### config.mk
export PLATFORM = sky130hd
export DESIGN_NAME = java_source_package_name_scanner_core
export DESIGN_NICKNAME = d
export VERILOG_FILES = /design/src/sv/jpns_pkg.sv /design/src/sv/jpns_step.sv /design/src/sv/java_source_package_name_scanner_core.sv
export SDC_FILE = /design/constraint.sdc
export NUM_CORES = 1
export LEC_CHECK = 0
export ABC_AREA = 1
export ABC_CLOCK_PERIOD_IN_PS = 3720
export BUFFER_PORTS_ARGS = -buffer_cell sky130_fd_sc_hd__buf_2
export CORE_ASPECT_RATIO = 0.8
export CORE_UTILIZATION = 60
export CTS_BUF_LIST = sky130_fd_sc_hd__clkbuf_4 sky130_fd_sc_hd__clkbuf_8 sky130_fd_sc_hd__clkbuf_16
export DETAILED_ROUTE_END_ITERATION = 8
export PLACE_DENSITY = 0.81
export REMOVE_ABC_BUFFERS = 1
export SLEW_MARGIN = 20
export SYNTH_ARGS = -nofsm -noshare
export SYNTH_HDL_FRONTEND = slang
export SYNTH_SLANG_ARGS = --single-unit
### constraint.sdc
create_clock -name clk -period 3.72 [get_ports clk]
set_input_delay 0.372 -clock clk [delete_from_list [all_inputs] [get_ports clk]]
set_output_delay 0.372 -clock clk [all_outputs]
set_load 0.02 [all_outputs]
### src/sv/jpns_pkg.sv
package jpns_pkg;

    localparam int unsigned LEN_W = 8;

    typedef enum logic [2:0] {
        PH_LEAD  = 3'd0,
        PH_LINE  = 3'd1,
        PH_BLOCK = 3'd2,
        PH_KEY   = 3'd3,
        PH_NAME  = 3'd4,
        PH_DONE  = 3'd5
    } phase_t;

    localparam logic KIND_CHAR   = 1'b0;
    localparam logic KIND_FINISH = 1'b1;

    localparam logic [1:0] ST_FOUND     = 2'd0;
    localparam logic [1:0] ST_NOT_PKG   = 2'd1;
    localparam logic [1:0] ST_EARLY_END = 2'd2;
    localparam logic [1:0] ST_TRUNC     = 2'd3;

    localparam logic [7:0] CH_TAB    = 8'h09;
    localparam logic [7:0] CH_LF     = 8'h0a;
    localparam logic [7:0] CH_CR     = 8'h0d;
    localparam logic [7:0] CH_SPACE  = 8'h20;
    localparam logic [7:0] CH_STAR   = 8'h2a;
    localparam logic [7:0] CH_DOT    = 8'h2e;
    localparam logic [7:0] CH_SLASH  = 8'h2f;
    localparam logic [7:0] CH_SEMI   = 8'h3b;
    localparam logic [7:0] CH_BSLASH = 8'h5c;
    localparam logic [7:0] CH_LOW_P  = 8'h70;
    localparam logic [7:0] CH_0      = 8'h30;
    localparam logic [7:0] CH_9      = 8'h39;
    localparam logic [7:0] CH_UP_A   = 8'h41;
    localparam logic [7:0] CH_UP_Z   = 8'h5a;
    localparam logic [7:0] CH_LOW_A  = 8'h61;
    localparam logic [7:0] CH_LOW_Z  = 8'h7a;
    localparam logic [7:0] CASE_OFS  = 8'h20;

    localparam logic [2:0] KEY_LAST = 3'd5;
    localparam logic [2:0] KEY_LEN  = 3'd6;

    typedef struct packed {
        phase_t            phase;
        logic              slash_seen;
        logic              comment_escaped;
        logic              comment_star;
        logic [2:0]        keyword_position;
        logic              keyword_matches;
        logic [LEN_W-1:0]  name_length;
        logic              name_truncated;
    } scan_state_t;

    typedef struct packed {
        logic       valid;
        logic       kind;
        logic [7:0] name_char;
        logic [1:0] status;
    } scan_result_t;

    localparam scan_state_t STATE_RESET = '{
        phase:            PH_LEAD,
        slash_seen:       1'b0,
        comment_escaped:  1'b0,
        comment_star:     1'b0,
        keyword_position: 3'd0,
        keyword_matches:  1'b1,
        name_length:      '0,
        name_truncated:   1'b0
    };

    // tail of the keyword after the leading 'p'
    function automatic logic [7:0] keyword_char(input logic [2:0] pos);
        logic [7:0] c;
        unique case (pos)
            3'd0:    c = 8'h61;
            3'd1:    c = 8'h63;
            3'd2:    c = 8'h6b;
            3'd3:    c = 8'h61;
            3'd4:    c = 8'h67;
            default: c = 8'h65;
        endcase
        return c;
    endfunction

    function automatic logic [7:0] fold_lower(input logic [7:0] c);
        logic [7:0] r;
        r = (c >= CH_UP_A && c <= CH_UP_Z) ? c + CASE_OFS : c;
        return r;
    endfunction

endpackage

### src/sv/jpns_step.sv
module jpns_step #(
    parameter int unsigned MAX_NAME = 128
) (
    input  jpns_pkg::scan_state_t  state,
    input  logic [7:0]             in_byte,
    input  logic                   end_of_text,
    output jpns_pkg::scan_state_t  state_next,
    output jpns_pkg::scan_result_t result
);
    import jpns_pkg::*;

    localparam logic [LEN_W-1:0] LEN_MAX = LEN_W'(MAX_NAME);

    logic [2:0] pos;
    logic [2:0] pos_next;
    logic       match_next;
    logic       is_alnum;
    logic       name_full;

    assign pos        = (state.keyword_position > KEY_LAST) ? KEY_LAST : state.keyword_position;
    assign pos_next   = pos + 3'd1;
    assign match_next = state.keyword_matches && (fold_lower(in_byte) == keyword_char(pos));
    assign is_alnum   = (in_byte >= CH_0 && in_byte <= CH_9)
                     || (in_byte >= CH_UP_A && in_byte <= CH_UP_Z)
                     || (in_byte >= CH_LOW_A && in_byte <= CH_LOW_Z);
    assign name_full  = state.name_length >= LEN_MAX;

    always_comb
    begin
        state_next = state;
        result     = '{valid: 1'b0, kind: KIND_CHAR, name_char: 8'd0, status: ST_FOUND};

        if (end_of_text)
        begin
            if (state.phase == PH_NAME)
                result = '{valid: 1'b1, kind: KIND_FINISH, name_char: 8'd0,
                           status: state.name_truncated ? ST_TRUNC : ST_FOUND};
            else if (state.phase == PH_LEAD || state.phase == PH_LINE
                     || state.phase == PH_BLOCK || state.phase == PH_KEY)
                result = '{valid: 1'b1, kind: KIND_FINISH, name_char: 8'd0,
                           status: ST_EARLY_END};
            state_next = STATE_RESET;
        end
        else
        begin
            unique case (state.phase)
                PH_LEAD:
                begin
                    priority if (in_byte == CH_SLASH)
                    begin
                        if (state.slash_seen)
                        begin
                            state_next.phase           = PH_LINE;
                            state_next.comment_escaped = 1'b0;
                            state_next.comment_star    = 1'b0;
                            state_next.slash_seen      = 1'b0;
                        end
                        else
                            state_next.slash_seen = 1'b1;
                    end
                    else if (in_byte == CH_STAR)
                    begin
                        if (state.slash_seen)
                        begin
                            state_next.phase           = PH_BLOCK;
                            state_next.comment_escaped = 1'b0;
                            state_next.comment_star    = 1'b0;
                        end
                        state_next.slash_seen = 1'b0;
                    end
                    else if (in_byte == CH_SPACE || in_byte == CH_TAB
                             || in_byte == CH_CR || in_byte == CH_LF)
                        state_next.slash_seen = 1'b0;
                    else
                    begin
                        state_next.slash_seen = 1'b0;
                        if (in_byte == CH_LOW_P)
                        begin
                            state_next.phase            = PH_KEY;
                            state_next.keyword_position = 3'd0;
                            state_next.keyword_matches  = 1'b1;
                        end
                        else
                        begin
                            result = '{valid: 1'b1, kind: KIND_FINISH, name_char: 8'd0,
                                       status: ST_NOT_PKG};
                            state_next.phase = PH_DONE;
                        end
                    end
                end
                PH_LINE, PH_BLOCK:
                begin
                    priority if (in_byte == CH_SLASH)
                    begin
                        if (!state.comment_escaped && state.comment_star)
                        begin
                            state_next.phase           = PH_LEAD;
                            state_next.comment_escaped = 1'b0;
                            state_next.comment_star    = 1'b0;
                            state_next.slash_seen      = 1'b0;
                        end
                    end
                    else if (in_byte == CH_LF)
                    begin
                        if (state.phase == PH_LINE)
                        begin
                            state_next.phase           = PH_LEAD;
                            state_next.comment_escaped = 1'b0;
                            state_next.comment_star    = 1'b0;
                            state_next.slash_seen      = 1'b0;
                        end
                    end
                    else if (in_byte == CH_STAR)
                    begin
                        state_next.comment_escaped = 1'b0;
                        state_next.comment_star    = 1'b1;
                    end
                    else if (in_byte == CH_BSLASH)
                        state_next.comment_escaped = !state.comment_escaped;
                    else
                    begin
                        state_next.comment_escaped = 1'b0;
                        state_next.comment_star    = 1'b0;
                    end
                end
                PH_KEY:
                begin
                    state_next.keyword_matches  = match_next;
                    state_next.keyword_position = pos_next;
                    if (pos_next >= KEY_LEN)
                    begin
                        if (match_next)
                        begin
                            state_next.phase          = PH_NAME;
                            state_next.name_length    = '0;
                            state_next.name_truncated = 1'b0;
                        end
                        else
                        begin
                            result = '{valid: 1'b1, kind: KIND_FINISH, name_char: 8'd0,
                                       status: ST_NOT_PKG};
                            state_next.phase = PH_DONE;
                        end
                    end
                end
                PH_NAME:
                begin
                    if (in_byte == CH_SEMI)
                    begin
                        result = '{valid: 1'b1, kind: KIND_FINISH, name_char: 8'd0,
                                   status: state.name_truncated ? ST_TRUNC : ST_FOUND};
                        state_next.phase = PH_DONE;
                    end
                    else if (in_byte == CH_DOT || is_alnum)
                    begin
                        if (name_full)
                            state_next.name_truncated = 1'b1;
                        else
                        begin
                            state_next.name_length = state.name_length + LEN_W'(1);
                            result = '{valid: 1'b1, kind: KIND_CHAR,
                                       name_char: (in_byte == CH_DOT) ? CH_SLASH : in_byte,
                                       status: ST_FOUND};
                        end
                    end
                end
                default:
                    ;
            endcase
        end
    end

endmodule

### src/sv/java_source_package_name_scanner_core.sv
// path: an accepted item passes the input register, then the scan update into the
//   result register, from which it leaves when out_stall is low; items with no result
//   vanish
// throughput: one item per cycle, limited only by out_stall back-pressure
// reset: rst_n clears the valid flags and returns the scanner to the leading scan,
//   ready for a fresh text with no name characters counted
module java_source_package_name_scanner_core #(
    parameter int unsigned MAX_NAME = 128
) (
    input  logic       clk,
    input  logic       rst_n,
    input  logic       in_valid,
    output logic       in_stall,
    input  logic [7:0] in_byte,
    input  logic       end_of_text,
    output logic       out_valid,
    input  logic       out_stall,
    output logic       kind,
    output logic [7:0] name_char,
    output logic [1:0] status
);
    import jpns_pkg::*;

    // input register: one item waiting for the scan update
    logic        in_valid_reg;
    logic [7:0]  byte_reg;
    logic        eot_reg;

    // scanner state, updated once per item
    scan_state_t state_reg;
    scan_state_t state_next;
    scan_result_t res;

    // result register
    logic        out_valid_reg;
    logic        kind_reg;
    logic [7:0]  name_char_reg;
    logic [1:0]  status_reg;

    logic        advance;

    // the held item moves on when the result register is free or drains this cycle
    assign advance  = in_valid_reg && (!out_valid_reg || !out_stall);
    // the input register refills whenever its item moves on or it is empty
    assign in_stall = in_valid_reg && !advance;

    jpns_step #(
        .MAX_NAME(MAX_NAME)
    ) u_step (
        .state      (state_reg),
        .in_byte    (byte_reg),
        .end_of_text(eot_reg),
        .state_next (state_next),
        .result     (res)
    );

    // control: valid flags and scanner state
    always_ff @(posedge clk or negedge rst_n)
    begin
        if (!rst_n)
        begin
            in_valid_reg  <= 1'b0;
            out_valid_reg <= 1'b0;
            state_reg     <= STATE_RESET;
        end
        else
        begin
            if (!in_stall)
                in_valid_reg <= in_valid;
            if (advance)
            begin
                state_reg     <= state_next;
                out_valid_reg <= res.valid;
            end
            else if (!out_stall)
                out_valid_reg <= 1'b0;
        end
    end

    // payload: no reset needed
    always_ff @(posedge clk)
    begin
        if (in_valid && !in_stall)
        begin
            byte_reg <= in_byte;
            eot_reg  <= end_of_text;
        end
        if (advance && res.valid)
        begin
            kind_reg      <= res.kind;
            name_char_reg <= res.name_char;
            status_reg    <= res.status;
        end
    end

    assign out_valid = out_valid_reg;
    assign kind      = kind_reg;
    assign name_char = name_char_reg;
    assign status    = status_reg;

    // an end item always re-arms the scanner
    assert property (@(posedge clk) disable iff (!rst_n)
        advance && eot_reg |=> state_reg.phase == PH_LEAD)
        else $error("scanner not re-armed after end item");

    // the emitted name never exceeds the limit
    assert property (@(posedge clk) disable iff (!rst_n)
        state_reg.name_length <= LEN_W'(MAX_NAME))
        else $error("name length beyond limit");

    // a finish record leaves the scanner finished or re-armed
    assert property (@(posedge clk) disable iff (!rst_n)
        advance && res.valid && res.kind == KIND_FINISH
        |=> state_reg.phase == PH_DONE || state_reg.phase == PH_LEAD)
        else $error("finish record without finishing");

    // name characters come only from the name phase
    assert property (@(posedge clk) disable iff (!rst_n)
        advance && res.valid && res.kind == KIND_CHAR |-> state_reg.phase == PH_NAME)
        else $error("name character outside name phase");

    // a held result stays put while out_stall holds it
    assert property (@(posedge clk) disable iff (!rst_n)
        out_valid_reg && out_stall |=> out_valid_reg && $stable(kind_reg)
        && $stable(name_char_reg) && $stable(status_reg))
        else $error("held result changed");

endmodule

# Word level (Yosys, flattened, before mapping)
# Cells that the tools add are included.
[totals] reg_bits=41 inputBits=13 output_inout_bits=13
[classes] add_sub_neg=3 order_cmp=9 n_eq_ne=40 n_mux=55 reduce_logical=39
[ops] op="12-bit 2-to-1 mux" count=12
[ops] op="8-bit by 6-bit == test with 1-bit output, second input constant" count=5
[ops] op="9-bit 2-to-1 mux" count=4
[ops] op="12-bit one-hot mux with 3 select lines" count=1
[ops] op="3-bit != test, second input constant" count=9
[ops] op="8-bit by 4-bit == test with 1-bit output, second input constant" count=3
[ops] op="4-bit 2-to-1 mux" count=6
[ops] op="6-bit 2-to-1 mux" count=4
[ops] op="8-bit 2-to-1 mux" count=3
[ops] op="3-bit 2-to-1 mux" count=7
[ops] op="19-bit 2-to-1 mux" count=1
[ops] op="9-bit one-hot mux with 2 select lines" count=1
[ops] op="8-bit by 7-bit == test with 1-bit output, second input constant" count=2
[ops] op="8-bit by 7-bit >= comparator with 1-bit output, second input constant" count=2
[ops] op="8-bit by 7-bit less-or-equal comparator with 1-bit output, second input constant" count=2
[ops] op="4-bit != test, second input constant" count=4
[ops] op="4-bit one-hot mux with 4 select lines" count=1
[ops] op="7-bit AND reduction" count=2
[ops] op="3-bit by 2-bit == test with 1-bit output, second input constant" count=4
[ops] op="3-bit one-hot mux with 4 select lines" count=1
[ops] op="6-bit AND reduction" count=2
[ops] op="1-bit logical OR" count=10
[ops] op="2-bit 2-to-1 mux" count=5
[ops] op="10-bit AND reduction" count=1
[ops] op="27 further kinds" count=54

# Logic depth before layout (Yosys ltp)
[logic_depth] depth_word=12 depth_mapped=14

# Cells and area by module
# From an unflattened synthesis, not the netlist that was laid out.
[unflattened] hier_cells=456 hier_area_um2=3141.8
[by_module_without_submodules] mod="jpns_step" instances=1 cells_per_inst=341 area_each_um2=1674.1 seq_area_each_um2=0.0
[by_module_without_submodules] mod="java_source_package_name_scanner_core" instances=1 cells_per_inst=115 area_each_um2=1467.7 seq_area_each_um2=1127.3

# Least setup slack after synthesis
# Ideal clock, no wire load.
[synth_timing] path_kind="reg2reg" startpoint="register byte_reg[5]" endpoint="register kind_reg, in the netlist kind, enable pin" t_arrival_ns=1.668 setup_slack_ns=1.713 stages_incl_launch_ff=13 n_path_buf=0 period_less_slack_ns=2.007 path_cell_list="edfxtp_1 > inv_1 > ha_1 > nand3_1 > nand2_1 > nand2_2 > nand2_1 > nand2_2 > nand3_4 > nand3_1 > nand3_1 > nand2_1 > inv_1"
[synth_via] elab_chain_len=10 elab_cells_between_ends=39 cone_classes="add/sub: 1; order compare: 6; eq/ne: 10; mux: 11; reduce/logical: 11"
[synth_lines] element="start: declaration" line="java_source_package_name_scanner_core.sv:26" source="logic [7:0] byte_reg;"
[synth_lines] element="start signal: assignment" line="java_source_package_name_scanner_core.sv:85" source="byte_reg <= in_byte;"
[synth_lines] element="8-bit by 7-bit >= comparator with 1-bit output (tied with other cells)" line="jpns_pkg.sv:88, jpns_step.sv:24"
[synth_lines] element="1-bit logical AND (tied with other cells)" line="jpns_pkg.sv:88, jpns_step.sv:24"
[synth_lines] element="8-bit 2-to-1 mux (tied with other cells)" line="jpns_pkg.sv:88" source="r = (c >= CH_UP_A && c <= CH_UP_Z) ? c + CASE_OFS : c;"
[synth_lines] element="8-bit by 7-bit == test with 1-bit output (tied with other cells)" line="jpns_step.sv:22" source="assign match_next = state.keyword_matches && (fold_lower(in_byte) == keyword_char(pos));"
[synth_lines] element="1-bit logical AND (tied with other cells)" line="jpns_step.sv:22"
[synth_lines] element="12-bit 2-to-1 mux (on tied branches)" line="jpns_step.sv:132, jpns_step.sv:61, jpns_step.sv:154"
[synth_lines] element="12-bit 2-to-1 mux (on tied branches)" line="jpns_step.sv:130, jpns_step.sv:49, jpns_step.sv:148"
[synth_lines] element="12-bit one-hot mux with 3 select lines *" line="jpns_step.sv:46" source="unique case (state.phase)"
[synth_lines] element="12-bit 2-to-1 mux *" line="jpns_step.sv:33" source="if (end_of_text)"
[synth_lines] element="1-bit logical AND *" line="java_source_package_name_scanner_core.sv:88" source="if (advance && res.valid)"
[synth_lines] element="end signal: assignment" line="java_source_package_name_scanner_core.sv:90" source="kind_reg <= res.kind;"
[synth_lines] element="end: declaration" line="java_source_package_name_scanner_core.sv:36" source="logic kind_reg;"
# Every way passes the cells marked *; elsewhere a longest branch is shown, timed or not.
# A chain may end at the register's enable or synchronous reset.

# Worst setup path after layout
[layout_timing] startpoint="register byte_reg[0]" endpoint="register name_char_reg[5], in the netlist name_char[5], enable pin"
[layout_via] elab_chain_len=10 elab_cells_between_ends=39 cone_classes="add/sub: 1; order compare: 6; eq/ne: 10; mux: 11; reduce/logical: 11"
[layout_lines] element="8-bit by 7-bit >= comparator with 1-bit output (tied with other cells)" line="jpns_pkg.sv:88, jpns_step.sv:24"
[layout_lines] element="1-bit logical AND (tied with other cells)" line="jpns_pkg.sv:88, jpns_step.sv:24"
[layout_lines] element="8-bit 2-to-1 mux (tied with other cells)" line="jpns_pkg.sv:88"
[layout_lines] element="8-bit by 7-bit == test with 1-bit output (tied with other cells)" line="jpns_step.sv:22"
[layout_lines] element="1-bit logical AND (tied with other cells)" line="jpns_step.sv:22"
[layout_lines] element="12-bit 2-to-1 mux (on tied branches)" line="jpns_step.sv:132, jpns_step.sv:61, jpns_step.sv:154"
[layout_lines] element="12-bit 2-to-1 mux (on tied branches)" line="jpns_step.sv:130, jpns_step.sv:49, jpns_step.sv:148"
[layout_lines] element="12-bit one-hot mux with 3 select lines *" line="jpns_step.sv:46"
[layout_lines] element="12-bit 2-to-1 mux *" line="jpns_step.sv:33"
[layout_lines] element="1-bit logical AND *" line="java_source_package_name_scanner_core.sv:88"
[layout_lines] element="end signal: assignment" line="java_source_package_name_scanner_core.sv:91" source="name_char_reg <= res.name_char;"
[layout_lines] element="end: declaration" line="java_source_package_name_scanner_core.sv:37" source="logic [7:0] name_char_reg;"
# Marked as above.

==> metrics.cfg <==
[run_status]
outcome=complete, no violations

[final_layout]
diodes=0
largest_reg_flops=19
final_cells=446
drive_gt1_share_pct=14.9
nNetsFinal=406
area_growth_pct=10.8

[pwr]
power_frac_seq_pct=41.2
switching_share_pct=39.1
comb_power_share_pct=36.2
power_switching_uw=606
power_frac_clock_pct=22.6
powerDensity_mw_per_mm2=528
ir_drop_v=0.000340
power.leakage_uw=0.00142
internal-power_uw=942

[setup_path]
crit_path_max_fanout=11
required_ns=3.68
r2r_start=byte_reg[0]
worstReg2RegEnd=name_char[5]
r2r_slack_ns=1.29
worstRegToRegCells=13
path_class=reg2reg
critical_path.startpoint_type=flip-flop
end_kind=flip-flop
cp_data_arrival_time_ns=2.39

[timing]
min_period_ns=2.43
skew_ns=0.00462
rsz0062_at_grt=false
drv_slew=0
fmax_mhz=411
min_period_over_period_pct=65.4
final-setup-viol-count=0
fin_setup_tns_ns=0
worst_pin_slew_ns=0.637
hold_violations=0
slew_headroom_pct=56.9

[floorplanning]
coreArea_sq_mm=0.00420
dieHeight_microns=61.4
die_x_microns=76.3
dieArea_sq_mm=0.00468
initial_core_util_pct=63.0
rows=21
io_pins=26

[global_routing]
grtUsageTotal_pct=27.5
grt_max_degree=22
first_global_vias=2143
antenna_found_initial=0
grt_pass1_wl_microns=9760
overflow=0

[yosys]
postSynthAreaPerCell_sq_um=7.37
synthFlopType=edfxtp_1
synth-simple-area-share_pct=39.9
synth_cells=359
synthTopCellsByArea=edfxtp_1 (23%), dfrtp_1 (19%), nand2_1 (14%)
synth-xor-area-share_pct=0.992
ys_seq_area_share_pct=42.6
synth_top_cells_by_count=nand2_1 (99), nor2_1 (53), inv_1 (43), nand3_1 (36)
ys_ff_latch=41
yosys_warnings=0
synth_top_family_by_area=simple AND/OR/NAND/NOR gates
synth_area_sq_mm=0.00265
synthMuxAreaShare_pct=0
synth-edff-count=20
synth.most_common_cell=nand2_1
synth_area_leader_cell=edfxtp_1
synthAdderAreaFrac_pct=2.36
yosysUniqueCellTypes=34
synth_compound_area_share_pct=6.66
synth_top_area_share_pct=22.7
synthArstFlopShare_pct=51.2

[clocking]
postCtsResizedCells=0
clkTransAtPathRegs_ns=0.07
cts_buffers=5
cts_tree=built
hold_buffers=0
clockBufferDepth=2
clock_latency_ns=0.30
h-tree-depth=2
root_buffer=clkbuf_8
clock_sinks=41
postCtsSetupRepairBufs=0

[route]
route.detailed.drc=0
drtIter0Drc=271
first_pass_iters=5
avgViaCountPerCell=5.46
vias=2434
drt-wirelength-per-cell_microns=13.1
antenna_left=0
routed_wl_microns=5850

[placed_design]
routabilityCongestion=1.01
dp.cells=438
place_hpwl_microns=4490
port_buffers=25

[worst_hold_path]
hp-class=in2async

[flow_run]
cap_violations=0

-- worst max path at each step --
stage	start	end
after floorplan	byte_reg[5]	kind
after global placement	byte_reg[0]	name_char[7]
after detailed placement	byte_reg[5]	name_char[7]
after CTS	byte_reg[5]	name_char[7]
after global routing	byte_reg[5]	status[0]
final	byte_reg[0]	name_char[5]
-- layout by cell type (no fill, tap or decap), types with 2 or more instances in the layout --
master / count
a21oi_1: 10
buf_2: 25
clkbuf_8: 5
dfrtp_1: 20
edfxtp_1: 20
ha_1: 5
inv_1: 43
inv_2: 3
nand2_1: 99
nand2_2: 7
nand2_4: 2
nand3_1: 36
nand4_1: 11
nor2_1: 53
nor2_2: 5
nor2_4: 4
nor3_1: 8
nor4_1: 3
o211ai_1: 2
o21ai_0: 8
o21ai_1: 2
xor2_1: 3
-- area by class of cell --
cell class,instances,area [sq um]
timing repair buffer,25,125
inverter,46,173
tap,57,71.3
multi-input combinational,269,1330
clock buffer,6,76.3
fill,357,1270
clock inverter,2,33.8
sequential,41,1130
-- routing by layer --
| layer | routed length, microns | vias to the layer above | track usage [%] |
|---|---|---|---|
| met3 | 501 | 15 | 6.96 |
| met1 | 2680 | 1083 | 36.3 |
| met4 | 117 | 0 | 12.6 |
| met5 | 0 | - | 0 |
| met2 | 2550 | 109 | 43.6 |
| li1 | - | 1227 | - |
-- critical path, stage by stage, from the launching register on --
cell and delay [ns]:
edfxtp_1 0.47, inv_1 0.17, nand2_1 0.14, nor2_4 0.14
nand3_1 0.09, nand2_1 0.13, nand2_2 0.08, nand2_1 0.08
nand2_2 0.07, nand3_4 0.10, nand3_1 0.13, nand3_1 0.10
nand2_1 0.09, inv_1 0.32
-- power groups by stage --
| stage | Clock, uW | Sequential [uW] | Combinational (uW) |
|---|---|---|---|
| after CTS | 358 | 636 | 556 |
| after detailed placement | 0 | 644 | 549 |
| final | 350 | 638 | 560 |
| after global routing | 376 | 644 | 625 |
| after floorplan | 0 | 683 | 364 |
| after global placement | 0 | 641 | 547 |
-- stage by stage --
step           utilization, %  total power [uW]  worst slack, ns  hold slack (ns)  cell area, sq um
3_5_place_dp             67.1              1190             1.33            0.358              2820
2_1_floorplan               -              1050             1.70           0.0764              2630
5_1_grt                  69.8              1650             1.04           0.0614              2930
6_report                 69.8              1550             1.29           0.0214              2930
4_1_cts                  69.8              1550             1.31           0.0343              2930
3_3_place_gp             67.1              1190             1.32            0.355              2820
-- cells by family after synthesis --
group | after synthesis
fa+ha+maj | 5
simple gates | 231
other cells | 1
buf+inv | 49
xor+xnor | 3
compound gates | 29
flops | 41
No activity file was read; power rests on OpenSTA's default activity.
